$ cat src/rtl/assert_macros.svh
// Assertion helpers shared by the RTL. Both macros compile to nothing under SYNTHESIS.
`ifndef ASSERT_MACROS_SVH
`define ASSERT_MACROS_SVH
`ifndef SYNTHESIS
`define QSM_ASSERT(label, clk, rst_n, prop) \
	label: assert property (@(posedge clk) disable iff (!rst_n) prop) \
	else $error("assertion failed");
`define QSM_ASSERT_IMP(label, clk, rst_n, ante, cons) \
	`QSM_ASSERT(label, clk, rst_n, (ante) |-> (cons))
`else
`define QSM_ASSERT(label, clk, rst_n, prop)
`define QSM_ASSERT_IMP(label, clk, rst_n, ante, cons)
`endif
`endif

$ cat src/rtl/qsm_pkg.sv
`timescale 1ns / 1ps
package qsm_pkg;

	localparam int unsigned ONE_Q15 = 32768;
	localparam int unsigned ANGLE_MAX = 25736;

	// Commands from the controller to the datapath.
	typedef struct packed {
		logic       load;
		logic       capture;
		logic       issue;
		logic       round;
		logic       iter_init;
		logic       horner_step;
		logic       sqrt_step;
		logic [2:0] coef_idx;
		logic       finish;
	} qsm_cmd_t;

	// Q2.30 coefficients of the arc cosine polynomial, lowest degree first.
	function automatic logic signed [31:0] acos_coef(input logic [2:0] idx);
		logic signed [31:0] c;
		unique case (idx)
			3'd0: c = 32'sd1686629690;
			3'd1: c = -32'sd230423709;
			3'd2: c = 32'sd95540460;
			3'd3: c = -32'sd53874249;
			3'd4: c = 32'sd33169905;
			3'd5: c = -32'sd18348235;
			3'd6: c = 32'sd7161955;
			3'd7: c = -32'sd1355590;
			default: c = '0;
		endcase
		return c;
	endfunction

endpackage

$ cat src/rtl/qsm_ctrl.sv
`timescale 1ns / 1ps
`include "assert_macros.svh"
module qsm_ctrl #(
	parameter int MAX_SYMMETRIES = 64,
	parameter int AW = (MAX_SYMMETRIES > 1) ? $clog2(MAX_SYMMETRIES) : 1
) (
	input  logic              clk,
	input  logic              arst_n,
	input  logic              in_valid,
	output logic              in_ready,
	input  logic              operation,
	input  logic              cfg_we,
	input  logic              cfg_index,
	input  logic [7:0]        cfg_data,
	input  logic              out_valid,
	input  logic              out_ready,
	output qsm_pkg::qsm_cmd_t cmd,
	output logic [AW-1:0]     raddr
);
	import qsm_pkg::*;

	localparam int CW = $clog2(MAX_SYMMETRIES + 1);
	localparam int ITERS = 16;
	localparam int HORNER_STEPS = 7;

	typedef enum logic [2:0] {
		ST_IDLE, ST_RUN, ST_DRAIN, ST_ROUND, ST_INIT, ST_ITER, ST_FINAL
	} state_t;

	state_t      state_q;
	logic [6:0]  count_q;
	logic [CW-1:0] n_q;
	logic [CW-1:0] cnt_q;
	logic [1:0]  dcnt_q;
	logic [3:0]  it_q;
	logic [CW-1:0] n_c;
	logic        accept;

	assign in_ready = (state_q == ST_IDLE);
	assign accept = in_valid && in_ready;
	assign raddr = cnt_q[AW-1:0];

	// Entries used per measurement saturate at the table depth.
	always_comb begin
		if ({2'b00, count_q} > 9'(MAX_SYMMETRIES)) begin
			n_c = CW'(MAX_SYMMETRIES);
		end else begin
			n_c = CW'(count_q);
		end
	end

	// Command decode from the current state.
	always_comb begin
		cmd = '0;
		cmd.load = accept && !operation;
		cmd.capture = accept && operation;
		cmd.issue = (state_q == ST_RUN) && (n_q != '0);
		cmd.round = (state_q == ST_ROUND);
		cmd.iter_init = (state_q == ST_INIT);
		cmd.horner_step = (state_q == ST_ITER) && (it_q < 4'(HORNER_STEPS));
		cmd.sqrt_step = (state_q == ST_ITER);
		cmd.coef_idx = 3'(3'd6 - it_q[2:0]);
		cmd.finish = (state_q == ST_FINAL) && (!out_valid || out_ready);
	end

	// Sequencer and configuration register.
	always_ff @(posedge clk or negedge arst_n) begin
		if (!arst_n) begin
			state_q <= ST_IDLE;
			count_q <= 7'd1;
			n_q <= '0;
			cnt_q <= '0;
			dcnt_q <= '0;
			it_q <= '0;
		end else begin
			if (cfg_we && (cfg_index == 1'b0)) begin
				count_q <= cfg_data[6:0];
			end
			unique case (state_q)
				ST_IDLE: begin
					if (accept && operation) begin
						n_q <= n_c;
						cnt_q <= '0;
						state_q <= ST_RUN;
					end
				end
				ST_RUN: begin
					cnt_q <= cnt_q + 1'b1;
					if ((n_q == '0) || (cnt_q == n_q - 1'b1)) begin
						dcnt_q <= '0;
						state_q <= ST_DRAIN;
					end
				end
				ST_DRAIN: begin
					dcnt_q <= dcnt_q + 1'b1;
					if (dcnt_q == 2'd2) begin
						state_q <= ST_ROUND;
					end
				end
				ST_ROUND: state_q <= ST_INIT;
				ST_INIT: begin
					it_q <= '0;
					state_q <= ST_ITER;
				end
				ST_ITER: begin
					it_q <= it_q + 1'b1;
					if (it_q == 4'(ITERS - 1)) begin
						state_q <= ST_FINAL;
					end
				end
				ST_FINAL: begin
					if (!out_valid || out_ready) begin
						state_q <= ST_IDLE;
					end
				end
				default: state_q <= ST_IDLE;
			endcase
		end
	end

	`QSM_ASSERT_IMP(a_issue_in_range, clk, arst_n, cmd.issue, cnt_q < n_q)
	`QSM_ASSERT_IMP(a_finish_has_slot, clk, arst_n, cmd.finish, !out_valid || out_ready)
	`QSM_ASSERT_IMP(a_round_after_drain, clk, arst_n, state_q == ST_ROUND,
		$past(state_q) == ST_DRAIN)
endmodule

$ cat config.mk
export PLATFORM = sky130hd
export DESIGN_NAME = qsm_ctrl
export DESIGN_NICKNAME = d
export VERILOG_FILES = /design/src/rtl/qsm_pkg.sv /design/src/rtl/qsm_ctrl.sv
export VERILOG_INCLUDE_DIRS = /design/src /design/src/rtl
export SDC_FILE = /design/constraint.sdc
export NUM_CORES = 1
export LEC_CHECK = 0
export BUFFER_PORTS_ARGS = -buffer_cell sky130_fd_sc_hd__buf_4
export CAP_MARGIN = 20
export CORE_ASPECT_RATIO = 0.6
export CORE_MARGIN = 1.5
export CORE_UTILIZATION = 45
export DETAILED_ROUTE_END_ITERATION = 10
export HOLD_SLACK_MARGIN = 0.1
export PLACE_DENSITY = 0.66
export RECOVER_POWER = 100
export SLEW_MARGIN = 20
export SYNTH_ARGS = -nofsm -noshare
export SYNTH_HDL_FRONTEND = slang
export SYNTH_SLANG_ARGS = --single-unit
export TNS_END_PERCENT = 100
$ cat constraint.sdc
create_clock -name clk -period 3.42 [get_ports clk]
set_clock_uncertainty 0.1 [all_clocks]
set_input_delay 0.855 -clock clk [delete_from_list [all_inputs] [get_ports clk]]
set_output_delay 0.855 -clock clk [all_outputs]
set_load 0.02 [all_outputs]
==> metrics list, run 1 <==
- On the critical path the largest part of the delay comes from buffers and inverters.
* Run status: complete, but fails checks
* Sequential group share of total power: between 30% and 40%
- Number of nets in the synthesized netlist: between 200 and 250
- Logic gate share of total power: 49.8%
- The slowest stage of the critical path belongs to the cell sky130_fd_sc_hd__dfrtp_1.
* Global-route usage over all layers: between 20% and 30%
- NetSw: between 800 and 900 uW
* Input/output buffers: 32
* Die width: between 80 and 90 um
* CTS root buf: sky130_fd_sc_hd__clkbuf_8
- Measured in cells, the most critical reg-to-reg path has a length of 7.
- Share of synthesized registers carrying an async set or reset: 100.0%
- Total overflow reported by the global router: 0
- RSZ-0062 raised after global routing: false
- Main synth FF type: sky130_fd_sc_hd__dfrtp_1
- After layout, the minimum clock period comes to 3010 ps.
- Std cell rows: 17
* Number of hold violations in the final report: 0
- Area inside the core boundary: between 3000 and 4000 um2
* Iteration-0 DRC Markers: ~90
- Clock tree from TritonCTS: built
* Count of nets left with antenna violations after detail routing: 0
- The analysis attributes to cell leakage a power of slightly above 0.9 nW.
- The startpoint identified for the worst register-to-register timing path is state_q[0].
- Path length in cells of the critical path: 5
* Mean area per synthesized cell: 9.273 um2
- In this run the worst setup path terminates at cmd[9].
- Arrival time of the worst setup path: about 2000 ps
- Clock latency on the worst-skew pair, taken at its later pin, is between 200 and 300 ps.
* Antenna Diode Count: 0
- Post-synthesis instance total: 192
* Power density over the cells: about 950 nW/um2
- Detailed placement HPWL: roughly 2900 um
- Worst slew slack as a fraction of its limit: -8.126%
* Synth-to-layout area growth: 12.93%
- The first detailed-routing pass took 4 iterations.
- Once placement finished, the instance area stood at roughly 2000 um2.
* Commonest non-fill, non-tap cell in the layout: sky130_fd_sc_hd__dfrtp_1
- The first global-routing pass estimated between 6000 and 7000 um of wire.
- Switching share of total power: 46.56%
* Buffer count from post-CTS setup fixing: 0
- Routability-driven placement finished with a final weighted congestion of between 0.8 and 0.9.
* Top library cells by usage in the layout, fill and taps aside: 29 x sky130_fd_sc_hd__dfrtp_1, 26 x sky130_fd_sc_hd__nand2_1, 20 x sky130_fd_sc_hd__clkbuf_1
- Cell internal pwr: just over 1 mW
- Together, buffers and inverters on the worst path number 3.
- Reg2reg setup slack: between 1000 and 1500 ps
- Worst setup startpoint: state_q[0]
- Maximum vdd drop: 0.4761 mV
* Total negative slack for setup checks: 0 ps
- After clock tree synthesis, the repair step resized 0 gates.
* Count of flip-flops with a built-in enable after synthesis: 0
- Vias in the first global route: ~1400
- For this design, the CTS-stage hold fixing added 0 buffers.
- Count of pins over their slew limit: 31
* Min setup slack post-route: ~410 ps
* Maximum single-stage delay on the critical path: ~520 ps
- Across the run, the number of max-cap violations was 1.
- Layout cells sized above 1: between 10% and 20%
* Critical path peak fanout: 13
* Area enclosed by the die boundary: about 4400 um2
- STA classifies the critical path endpoint as an output pin.
- Slew @ Worst Pin: roughly 1600 ps
- Of the total power, the clock network draws about 15%.
* Launching element type of the critical path: flop
- For the worst setup path, the data required time is around 2500 ps.
- Top-Level Pins: 34
- Fmax: about 330 MHz
- Count of yosys warnings during synthesis: 0
* Critical Setup Path Class: reg2out
- The tightest min-delay check is of the reg2reg type.
* Distinct cell type count after synthesis: 44
* Pin count of the biggest net entering global routing: 31
- Once the floorplan was initialized, standard cells occupied a little under half of the core.
* Startpoint of the tightest hold check path: count_q[2]
* Critical register-to-register path endpoint: cnt_q[4]
- Clock input transition at the sequential cells of the worst setup and hold paths: about 60 ps
- Drc violations: 0
- Synthesized flop and latch total: 30
- Summing every instance area after synthesis gives about 1800 um2.
- CTS H-tree lvls: 2
- The finished cells cover approximately 2000 um2.
* Wire per inst: 14.67 um
- Failing checks: capacitance limit, slew limit
- Worst slack at placement: about 900 ps
- Walking the worst path, the cells encountered are nor3_1 -> nand3_1 -> buf_4 -> inv_1 -> clkbuf_1.
* CTS Sinks: 30
- Buffer levels on the longest clock path: 2
- At the end of the flow, the number of nets in the layout was 240.
* Number of vias after detailed routing: about 1400
* Util after Layout: 54.02%
- Total CTS buffers: 5
* DR vias/cell: between 5 and 6
* Number of antenna violations at the first check in global routing: 0
- The die is between 50 and 60 um tall.
- Sequential elements use between 40% and 50% of the synthesized area.
- Setup violations remaining at the end of the flow were counted as 0.
* Sum of routed wire length over all layers: 3903 um
- Share of the clock period used by the worst path: 88.01%
## area by class of cell
cell class / count / area [um2]
repair buffers: 33 / 176.4
clock buffers: 7 / 86.33
inverters: 8 / 30.03
well taps: 47 / 58.81
fillers: 352 / 1712
flip-flops and latches: 30 / 752.0
multi-input cells: 140 / 902.1
clock inverters: 1 / 5.005
## worst min path at each step
stage	cells past startpoint	endpoint
after CTS	1	cnt_q[6]
final	1	count_q[2]
after global routing	1	count_q[3]
after global placement	1	count_q[2]
after floorplan	1	cnt_q[6]
after detailed placement	1	count_q[2]
## cell usage after synthesis (4+ instances only)
master / instances / share of area (%)
sky130_fd_sc_hd__buf_4: 8 / 3.4
sky130_fd_sc_hd__o21ai_1: 9 / 2.5
sky130_fd_sc_hd__xor2_1: 6 / 3.0
sky130_fd_sc_hd__nand2_1: 26 / 5.5
sky130_fd_sc_hd__nand3_1: 6 / 1.7
sky130_fd_sc_hd__dfrtp_1: 29 / 41
sky130_fd_sc_hd__nand2b_1: 10 / 3.5
sky130_fd_sc_hd__a21oi_1: 5 / 1.4
sky130_fd_sc_hd__o21ai_0: 10 / 2.8
sky130_fd_sc_hd__nor2_1: 11 / 2.3
sky130_fd_sc_hd__ha_1: 6 / 4.2
sky130_fd_sc_hd__mux2_2: 7 / 4.4
sky130_fd_sc_hd__nand3b_1: 4 / 1.7
sky130_fd_sc_hd__inv_1: 6 / 1.3
sky130_fd_sc_hd__xnor2_1: 5 / 2.5
## sequential cells by signal (all words and copies together) (netlist names)
signal and count:
it_q 4, cnt_q 7, count_q 7, state_q 3, n_q 7, dcnt_q 2
## routing by layer
| metal | vias to the layer above | wire length (um) | global-route usage (%) |
|---|---|---|---|
| met5 | - | 0 | 0 |
| li1 | 703 | - | - |
| met3 | 7 | 184 | 5.556 |
| met4 | 0 | 44 | 4.918 |
| met1 | 691 | 1937 | 28.56 |
| met2 | 33 | 1736 | 30.27 |
## through the flow
step,power [mW],std cells,hold WS (ps)
2_1_floorplan,1.423,192,371.1
3_3_place_gp,1.641,258,394.5
3_5_place_dp,1.693,258,397.4
4_1_cts,1.995,266,411.4
5_1_grt,2.069,266,429.5
6_report,1.908,266,411.6
## cell families after synthesis
group / share of synthesized area [%]
adder cells (fa/ha/maj): 4.216
AO/OA/AOI/OAI: 13.91
AND/OR/NAND/NOR: 22.70
flip-flops: 42.24
buffers and inverters: 6.535
multiplexers: 4.990
XOR/XNOR: 5.411
## power groups by stage
stage	combinational, mW	sequential, mW	clock [mW]
2_1_floorplan	0.826	0.597	0
3_3_place_gp	0.981	0.660	0
3_5_place_dp	1.02	0.671	0
4_1_cts	1.03	0.665	0.299
5_1_grt	1.06	0.690	0.320
6_report	0.950	0.664	0.294
(Power assumes the default switching activity.)
==> inputs of run 2 (changes only) <==
--- a/config.mk
+++ b/config.mk
@@ -6,7 +6,7 @@
 export SDC_FILE = /design/constraint.sdc
 export NUM_CORES = 1
 export LEC_CHECK = 0
-export BUFFER_PORTS_ARGS = -buffer_cell sky130_fd_sc_hd__buf_4
+export BUFFER_PORTS_ARGS = -buffer_cell sky130_fd_sc_hd__clkbuf_2
 export CAP_MARGIN = 20
 export CORE_ASPECT_RATIO = 0.6
 export CORE_MARGIN = 1.5
@@ -15,8 +15,9 @@
 export HOLD_SLACK_MARGIN = 0.1
 export PLACE_DENSITY = 0.66
 export RECOVER_POWER = 100
+export SETUP_SLACK_MARGIN = 0.5
 export SLEW_MARGIN = 20
 export SYNTH_ARGS = -nofsm -noshare
 export SYNTH_HDL_FRONTEND = slang
 export SYNTH_SLANG_ARGS = --single-unit
-export TNS_END_PERCENT = 100
+export TNS_END_PERCENT = 20
==> run 2 against run 1 <==
Against the previous run:
- the run still ends with capacitance limit, slew limit left
- worst setup slack better by 110 ps
- flip-flop and latch count is the same
- critical path depth did not move
- non-clock buffer count unchanged
- first-iteration DRC count shrank 21%
- count of clock-buffer cells in the layout unchanged
- die area is the same
- global-route usage is 1.5 points lower
- final cell count unchanged
- largest power group unchanged
==> metrics list, run 2 (same netlist as run 1, synthesis figures left out) <==
* Drc violations: 0
- Post-route minimum period: between 2000 and 3000 ps
- Of the total power, the share spent switching nets is between 40% and 50%.
- Total overflow reported by the global router: 0
* Worst path buffer plus inverter count: 2
- The first global-routing pass estimated roughly 6000 um of wire.
- Failing checks: capacitance limit, slew limit
* Post-layout total power: roughly 1.9 mW
- Logic gate share of total power: 49.2%
- DR vias/cell: 5.173
* NetSw: ~860 uW
- For this block, the routed nets add up to about 3600 um of wire.
- At the end of routability-driven placement, the weighted congestion stood at ~0.79.
- The tool flagged a number of max-cap violations equal to 1.
* Family of cells with the greatest summed delay on the critical path: simple AND/OR/NAND/NOR gates
- Of the total power, the clock network draws between 10% and 20%.
- Number of hold violations in the final report: 0
- Synth-to-layout area growth: 10.82%
- Critical register-to-register path endpoint: cnt_q[4]
- Hold-critical path endpoint: count_q[2]
- Total CTS buffers: 5
- Util after Layout: 53.01%
* Count of nets left with antenna violations after detail routing: 0
* Pin count of the biggest net entering global routing: 31
- Kind of end point of the critical path: output pin
- CTS placed an instance of sky130_fd_sc_hd__clkbuf_8 at the clock tree root.
- Arrival time of the worst setup path: 1940 ps
- In this run the standard cell core region covers around 3700 um2.
- Fmax: 345.3 MHz
- Path length in cells of the critical path: 5
- Reg2reg setup slack: between 1000 and 1500 ps
- Top-Level Pins: 34
* Total negative slack for setup checks: 0 ps
- In this run the static leakage power is roughly 0.91 nW.
* Registers with the most flip-flops: cnt_q: 7 flops, count_q: 7 flops, n_q: 7 flops
- The post-route netlist has 16.44% of its cells at a drive strength greater than 1.
* Die width: around 84 um
* Buffer levels on the longest clock path: 2
* Number of antenna violations at the first check in global routing: 0
* Clock input transition at the sequential cells of the worst setup and hold paths: 70 ps
* Std cell rows: 17
* Iteration-0 DRC Markers: 70
- Finished Cell Area: around 2000 um2
* Critical Setup Path Class: reg2out
* Path class of the lowest-slack min-delay path: reg2reg
- After legalization and detailed placement, the total HPWL measured ~2600 um.
- Input/output buffers: 32
- Number of vias after detailed routing: around 1400
- 1st-pass router iterations: 4
* Critical path peak fanout: 12
- Cell internal pwr: 1.014 mW
- The via count of the first global-routing pass came to between 1000 and 1500.
- Commonest non-fill, non-tap cell in the layout: sky130_fd_sc_hd__dfrtp_1
- Area enclosed by the die boundary: approximately 4400 um2
- Antenna Diode Count: 0
- Worst slew slack as a fraction of its limit: -6.981%
- Maximum vdd drop: ~0.4 mV
- For this run, the post-layout net count is 240.
* Effective utilization at floorplan: between 40% and 50%
- Summing all placed instances gives a cell area of around 1900 um2.
- Across every metal layer, demand over resource in global routing totals 18.57%.
- Number of cells in the finished layout apart from fillers: ~270
- The run finished, with violations left.
- The slowest stage of the critical path belongs to the cell sky130_fd_sc_hd__dfrtp_1.
- Setup violations remaining at the end of the flow were counted as 0.
* Launching element type of the critical path: flop
- WP data required: ~2500 ps
* Slew @ Worst Pin: ~1600 ps
- Worst hold path cell count: 1
- Startpoint of the tightest hold check path: count_q[2]
- Clk Latency, worst-skew pair: between 200 and 300 ps
* Sequential group share of total power: 35.3%
- On the worst path, the slowest cell contributes a delay of roughly 560 ps.
* Number of cells on the worst reg-to-reg path: 7
- Power density over the cells: 949.9 nW/um2
* Count of pins over their slew limit: 31
* Top library cells by usage in the layout, fill and taps aside: 29 x sky130_fd_sc_hd__dfrtp_1, 27 x sky130_fd_sc_hd__nand2_1, 19 x sky130_fd_sc_hd__clkbuf_1
- After layout, the worst path uses between 80% and 90% of the clock period.
- The number of placed instances, taps included, is 258.
* Startpoint of the worst-slack reg-to-reg timing path: state_q[0]
- In this run the worst setup path begins at state_q[0].
- RSZ-0062 raised after global routing: false
- Wire per inst: around 13 um
- For this design, the sink count on the clock tree is 30.
- CTS H-tree lvls: 2
- Die extent in y: 51.73 um
- The critical path goes through nor2b_1 -> and2b_1 -> nand2_1 -> inv_1 -> clkbuf_1.
- Clock tree from TritonCTS: built
## run 2: cell types whose count changed in the layout (fill, tap and decap cells not counted), moves of 2 or more
| cell | previous run | this run |
|---|---|---|
| sky130_fd_sc_hd__inv_1 | 8 | 6 |
| sky130_fd_sc_hd__clkbuf_2 | 0 | 14 |
| sky130_fd_sc_hd__inv_2 | 0 | 2 |
| sky130_fd_sc_hd__buf_4 | 12 | 1 |
| sky130_fd_sc_hd__clkbuf_4 | 2 | 0 |
## run 2: metal layers
| metal | share of wire (%) | vias to the layer above | GRT usage (%) |
|---|---|---|---|
| met5 | 0 | - | 0 |
| met3 | 3.9 | 2 | 5.714 |
| met4 | 0.39 | 0 | 4.918 |
| met2 | 38 | 27 | 23.73 |
| met1 | 58 | 642 | 29.26 |
| li1 | - | 705 | - |
## run 2: worst max path at each step
stage | end | slack [ps]
floorplan | cmd[9] | 1180
finish | cmd[8] | 520
global route | cmd[9] | 300
CTS | cmd[8] | 570
global placement | cmd[8] | 920
detailed placement | cmd[8] | 880
## run 2: repair_timing
| item | 4_1_cts | 5_1_grt |
|---|---|---|
| gates resized for setup | 0 | 1 |
| setup endpoints to repair | 0 | 1 |
| hold buffers | 0 | 0 |
| setup buffers | 0 | 0 |
## run 2: final cells by class
class                      instances  area [um2]
clock buffer                       7       86.33
sequential                        30       752.0
timing repair buffer              33       145.1
inverter                           8       30.03
multi-input combinational        140       895.9
fill                             362        1749
tap                               47       58.81
clock inverter                     1       5.005
## run 2: through the flow
step	setup WS, ps	hold WS (ps)
2_1_floorplan	1184	371.1
3_3_place_gp	917.9	397.2
3_5_place_dp	878.6	398.1
4_1_cts	565.7	413.0
5_1_grt	304.9	424.2
6_report	524.2	414.3
## run 2: power groups by stage
stage | clock (mW) | combinational [mW] | sequential [mW]
final | 0.292 | 0.921 | 0.661
after global routing | 0.327 | 1.05 | 0.688
after CTS | 0.299 | 0.964 | 0.662
after detailed placement | 0 | 0.955 | 0.667
after global placement | 0 | 0.945 | 0.663
after floorplan | 0 | 0.826 | 0.597
==> inputs of run 3 (changes only) <==
--- a/config.mk
+++ b/config.mk
@@ -6,6 +6,7 @@
 export SDC_FILE = /design/constraint.sdc
 export NUM_CORES = 1
 export LEC_CHECK = 0
+export ABC_AREA = 1
 export BUFFER_PORTS_ARGS = -buffer_cell sky130_fd_sc_hd__clkbuf_2
 export CAP_MARGIN = 20
 export CORE_ASPECT_RATIO = 0.6
==> constraint.sdc (replaced) <==
create_clock -name clk -period 3 [get_ports clk]
set_clock_uncertainty 0.1 [all_clocks]
set_input_delay 0.75 -clock clk [delete_from_list [all_inputs] [get_ports clk]]
set_output_delay 0.75 -clock clk [all_outputs]
set_load 0.02 [all_outputs]
==> run 3 against run 2 <==
Against the previous run:
- the flow still finishes with violations (capacitance limit, slew limit)
- via count grew 12%
- cell area is 1.5% higher
- die area stayed put
- non-clock buffer count unchanged
- worst setup slack lost 170 ps
- hold slack got worse by 37 ps
- critical path depth up 1
- routed wire length increased by 2.9%
- count of clock-buffer cells in the layout shrank 1
- combinational power shrank 96%
- critical endpoint is now cmd[9]
==> metrics list, run 3 <==
- Kind of end point of the critical path: output pin
* Worst slack at placement: between 800 and 900 ps
- The setup check on the worst reg-to-reg path leaves a slack of roughly 550 ps.
* Number of antenna violations at the first check in global routing: 0
* Clock Power Share: 40.5%
- Buffer levels on the longest clock path: 2
- Slew @ Worst Pin: between 1500 and 2000 ps
- The most critical setup path has its startpoint at state_q[0].
* Path class of the lowest-slack min-delay path: reg2reg
* Synth-to-layout area growth: 12.51%
- The analysis attributes to net switching a power of between 150 and 200 uW.
- Total overflow reported by the global router: 0
* CTS root buf: sky130_fd_sc_hd__clkbuf_8
* Detailed placement HPWL: about 2800 um
* Critical path peak fanout: 7
- Count of nets left with antenna violations after detail routing: 0
- In the finished design, the share of the clock period the worst path needs comes to about nine tenths.
- Area inside the core boundary: 3722 um2
- Once layout is complete, the cells apart from fillers number between 300 and 400.
- In the synthesized netlist the dominant register cell turns out to be sky130_fd_sc_hd__dfrtp_1.
- Counting the buffers created by CTS gives 5.
- For met3 alone, demand over resource in global routing was ~5.4%.
- Yosys mapped a number of flops with a built-in enable equal to 0.
- The floorplan step set the die width to 84.21 um.
* Count of max-cap constraint violations: 1
- Across all setup checks in the final design, the least slack found is 355.1 ps.
- Launching element type of the critical path: flop
* Fmax: between 300 and 400 MHz
* Most repeated library cell on the critical path: sky130_fd_sc_hd__nand2_2
* CTS Sinks: 30
- Layout cells sized above 1: about 13%
* Most common library cells after synthesis: 66 x sky130_fd_sc_hd__nand2_1, 30 x sky130_fd_sc_hd__inv_1, 29 x sky130_fd_sc_hd__dfrtp_1
- 1st-pass router iterations: 4
- Final weighted congestion of routability-driven global placement: between 0.8 and 0.9
- Arrival time of the worst setup path: ~1800 ps
- The count of pins over their slew limit was 31.
* Worst slew slack as a fraction of its limit: -6.011%
* Distinct cell type count after synthesis: 30
- After routing, the total negative slack on setup checks comes to 0 ps.
- In the post-synthesis netlist, the biggest area contributors are sky130_fd_sc_hd__dfrtp_1 41%, sky130_fd_sc_hd__nand2_1 14%, sky130_fd_sc_hd__inv_1 6.3%.
- For this block, the routed nets add up to between 3000 and 4000 um of wire.
* GRT busiest layer: met1
- Met1 GRT Util: roughly a quarter
- Sequential group share of total power: between 50% and 60%
* Share of synthesized registers carrying an async set or reset: between 90% and 100%
- 34 I/O pins were placed.
* Wire length of the first global-routing pass: 5844 um
* Top library cells by usage in the layout, fill and taps aside: 66 x sky130_fd_sc_hd__nand2_1, 31 x sky130_fd_sc_hd__inv_1, 29 x sky130_fd_sc_hd__dfrtp_1
- The startpoint identified for the worst hold timing path is count_q[0].
* Number of hold violations in the final report: 0
* Synthesized flop and latch total: 30
- Share of synthesized area occupied by flip-flops and latches: between 40 and 50%
- Together, buffers and inverters on the worst path number 2.
- The synthesized netlist occupies a cell area of ~1800 um2.
- After synthesis, the mean cell area works out to approximately 7.6 um2.
* Pin count of the biggest net entering global routing: 31
* Antenna Diode Count: 0
- RSZ-0062 raised after global routing: true
- The largest single stage delay on the critical path is 410 ps.
* Hold-critical path endpoint: count_q[0]
* Input/output buffers: 32
- The die covers 4356 um2.
- After clock tree synthesis, the clock-pin slew on the worst setup and hold paths is 60 ps.
- The analysis attributes to cell leakage a power of 1.046 nW.
- Registers with the most flip-flops: cnt_q: 7 flops, count_q: 7 flops, n_q: 7 flops
- STA puts the critical path data required time at ~2200 ps.
* Vias in the first global route: between 1000 and 1500
* CP max-delay cell: sky130_fd_sc_hd__dfrtp_1
- Synthesis produced ~230 cells.
- In the final routed layout, each cell accounts on average for 11.61 um.
- Iteration-0 DRC Markers: between 90 and 100
- The initialized floorplan defines 17 standard-cell rows.
- Leaving out fill and tap cells, the most frequent cell in the layout is sky130_fd_sc_hd__nand2_1.
- Global-route usage over all layers: 17.54%
- Critical register-to-register path endpoint: n_q[0]
- Power spread over the standard cell area amounts to 385.6 nW/um2.
- Setup violations remaining at the end of the flow were counted as 0.
- The floorplan step set the die height to 51.73 um.
- The worst register-to-register path has a depth of 9.
- Startpoint of the worst-slack reg-to-reg timing path: state_q[0]
- Placed Cells incl. Taps: around 310
- Crit path cell chain: inv_1 -> nand2_2 -> nor2_1 -> nand2_2 -> nor2_8 -> clkbuf_1
- Logic gate share of total power: between 4 and 5%
- Cells fill ~54% of the core in the end.
- Failing checks: capacitance limit, slew limit
- Cell internal pwr: 595.4 uW
- For met2 alone, demand over resource in global routing was between 20% and 30%.
- Across the VDD grid, the largest voltage drop is 0.2488 mV.
* Worst hold path cell count: 2
* Number of nets in the synthesized netlist: 256
* Switching share of total power: between 20% and 30%
* Clock tree from TritonCTS: built
- Post-route minimum period: roughly 2600 ps
* Count of yosys warnings during synthesis: 0
- After detailed routing, the number of remaining DRC violations is 0.
- Cell with the most instances after synthesis: sky130_fd_sc_hd__nand2_1
* Number of vias after detailed routing: between 1500 and 2000
- Effective utilization at floorplan: 47.83%
- Run status: complete, but fails checks
- DR vias/cell: 4.889
* Largest area contributor in the synthesized netlist: sky130_fd_sc_hd__dfrtp_1
- Number of nets in the finished design: ~290
* Proportion of netlist area held by the largest area contributor: 40.76%
- Family of cells with the greatest summed delay on the critical path: simple AND/OR/NAND/NOR gates
- Clock latency on the worst-skew pair, taken at its later pin, is 280 ps.
- The H-tree was split into 2 levels.
- The critical path in this run is classified as reg2out.
run 3: changes by cell type after synthesis, sizes merged, moves of 4 or more:
| cell | change |
|---|---|
| inv | +28 |
| nand3b | -4 |
| buf | -4 |
| nor2b | -4 |
| o22ai | +5 |
| nand3 | +7 |
| o21ai | -7 |
| nand2 | +42 |
| nand2b | -10 |
| nor2 | +16 |
run 3: cell type report:
cell class,count,area (um2)
Fill cell,373,1719
Sequential cell,30,752.0
Clock buffer,6,72.57
Inverter,36,136.4
Multi-Input combinational cell,161,828.3
Tap cell,47,58.81
Timing Repair Buffer,33,145.1
Clock inverter,2,10.01
run 3: worst max-delay path by stage:
stage	to	slack (ps)	cells past startpoint
final	cmd[9]	360	6
after global routing	cmd[5]	260	7
after CTS	cmd[9]	580	6
after detailed placement	cmd[9]	870	4
after global placement	cmd[9]	870	4
after floorplan	cmd[0]	700	3
run 3: kinds of logic after synthesis:
logic type                 count (synthesis)  synth area share [%]
and+or+nand+nor                          115                 27.69
muxes                                      5                 3.092
DFF                                       30                 42.24
xor gates and xnor gates                   6                 2.952
buffers and inverters                     43                 10.68
adders and majority gates                  6                 4.216
AOI/OAI and AO/OA                         29                 9.136
run 3: tightest hold or removal path: cells and delay by family, from the launching register on:
kind / cells / cell delay, ps
compound gates: 1 / 60
buf+inv: 1 / 60
flops: 1 / 360
run 3: timing repair:
action	4_1_cts	5_1_grt
setup buffers	0	1
gates resized for setup	0	3
hold buffers	0	0
endpoints found under the setup margin	0	2
run 3: through the flow:
stage	hold WS, ps	power, mW	instance area (um2)
global route	410.5	0.8071	2003
finish	377.7	0.7724	2003
CTS	385.3	0.7827	2029
detailed placement	376.1	0.4702	1947
global placement	367.5	0.4683	1947
floorplan	347.6	0.4485	1780
run 3: power by group through the flow:
stage,Sequential [mW],Clock (mW),Combinational [mW]
final,0.424,0.313,0.0359
after global routing,0.425,0.340,0.0420
after CTS,0.425,0.320,0.0376
after detailed placement,0.433,0,0.0374
after global placement,0.432,0,0.0363
after floorplan,0.431,0,0.0176
run 3: routing by layer:
| metal | vias up | wire length, um |
|---|---|---|
| li1 | 799 | - |
| met2 | 40 | 1426 |
| met3 | 4 | 223 |
| met5 | - | 0 |
| met1 | 697 | 1993 |
| met4 | 0 | 12 |
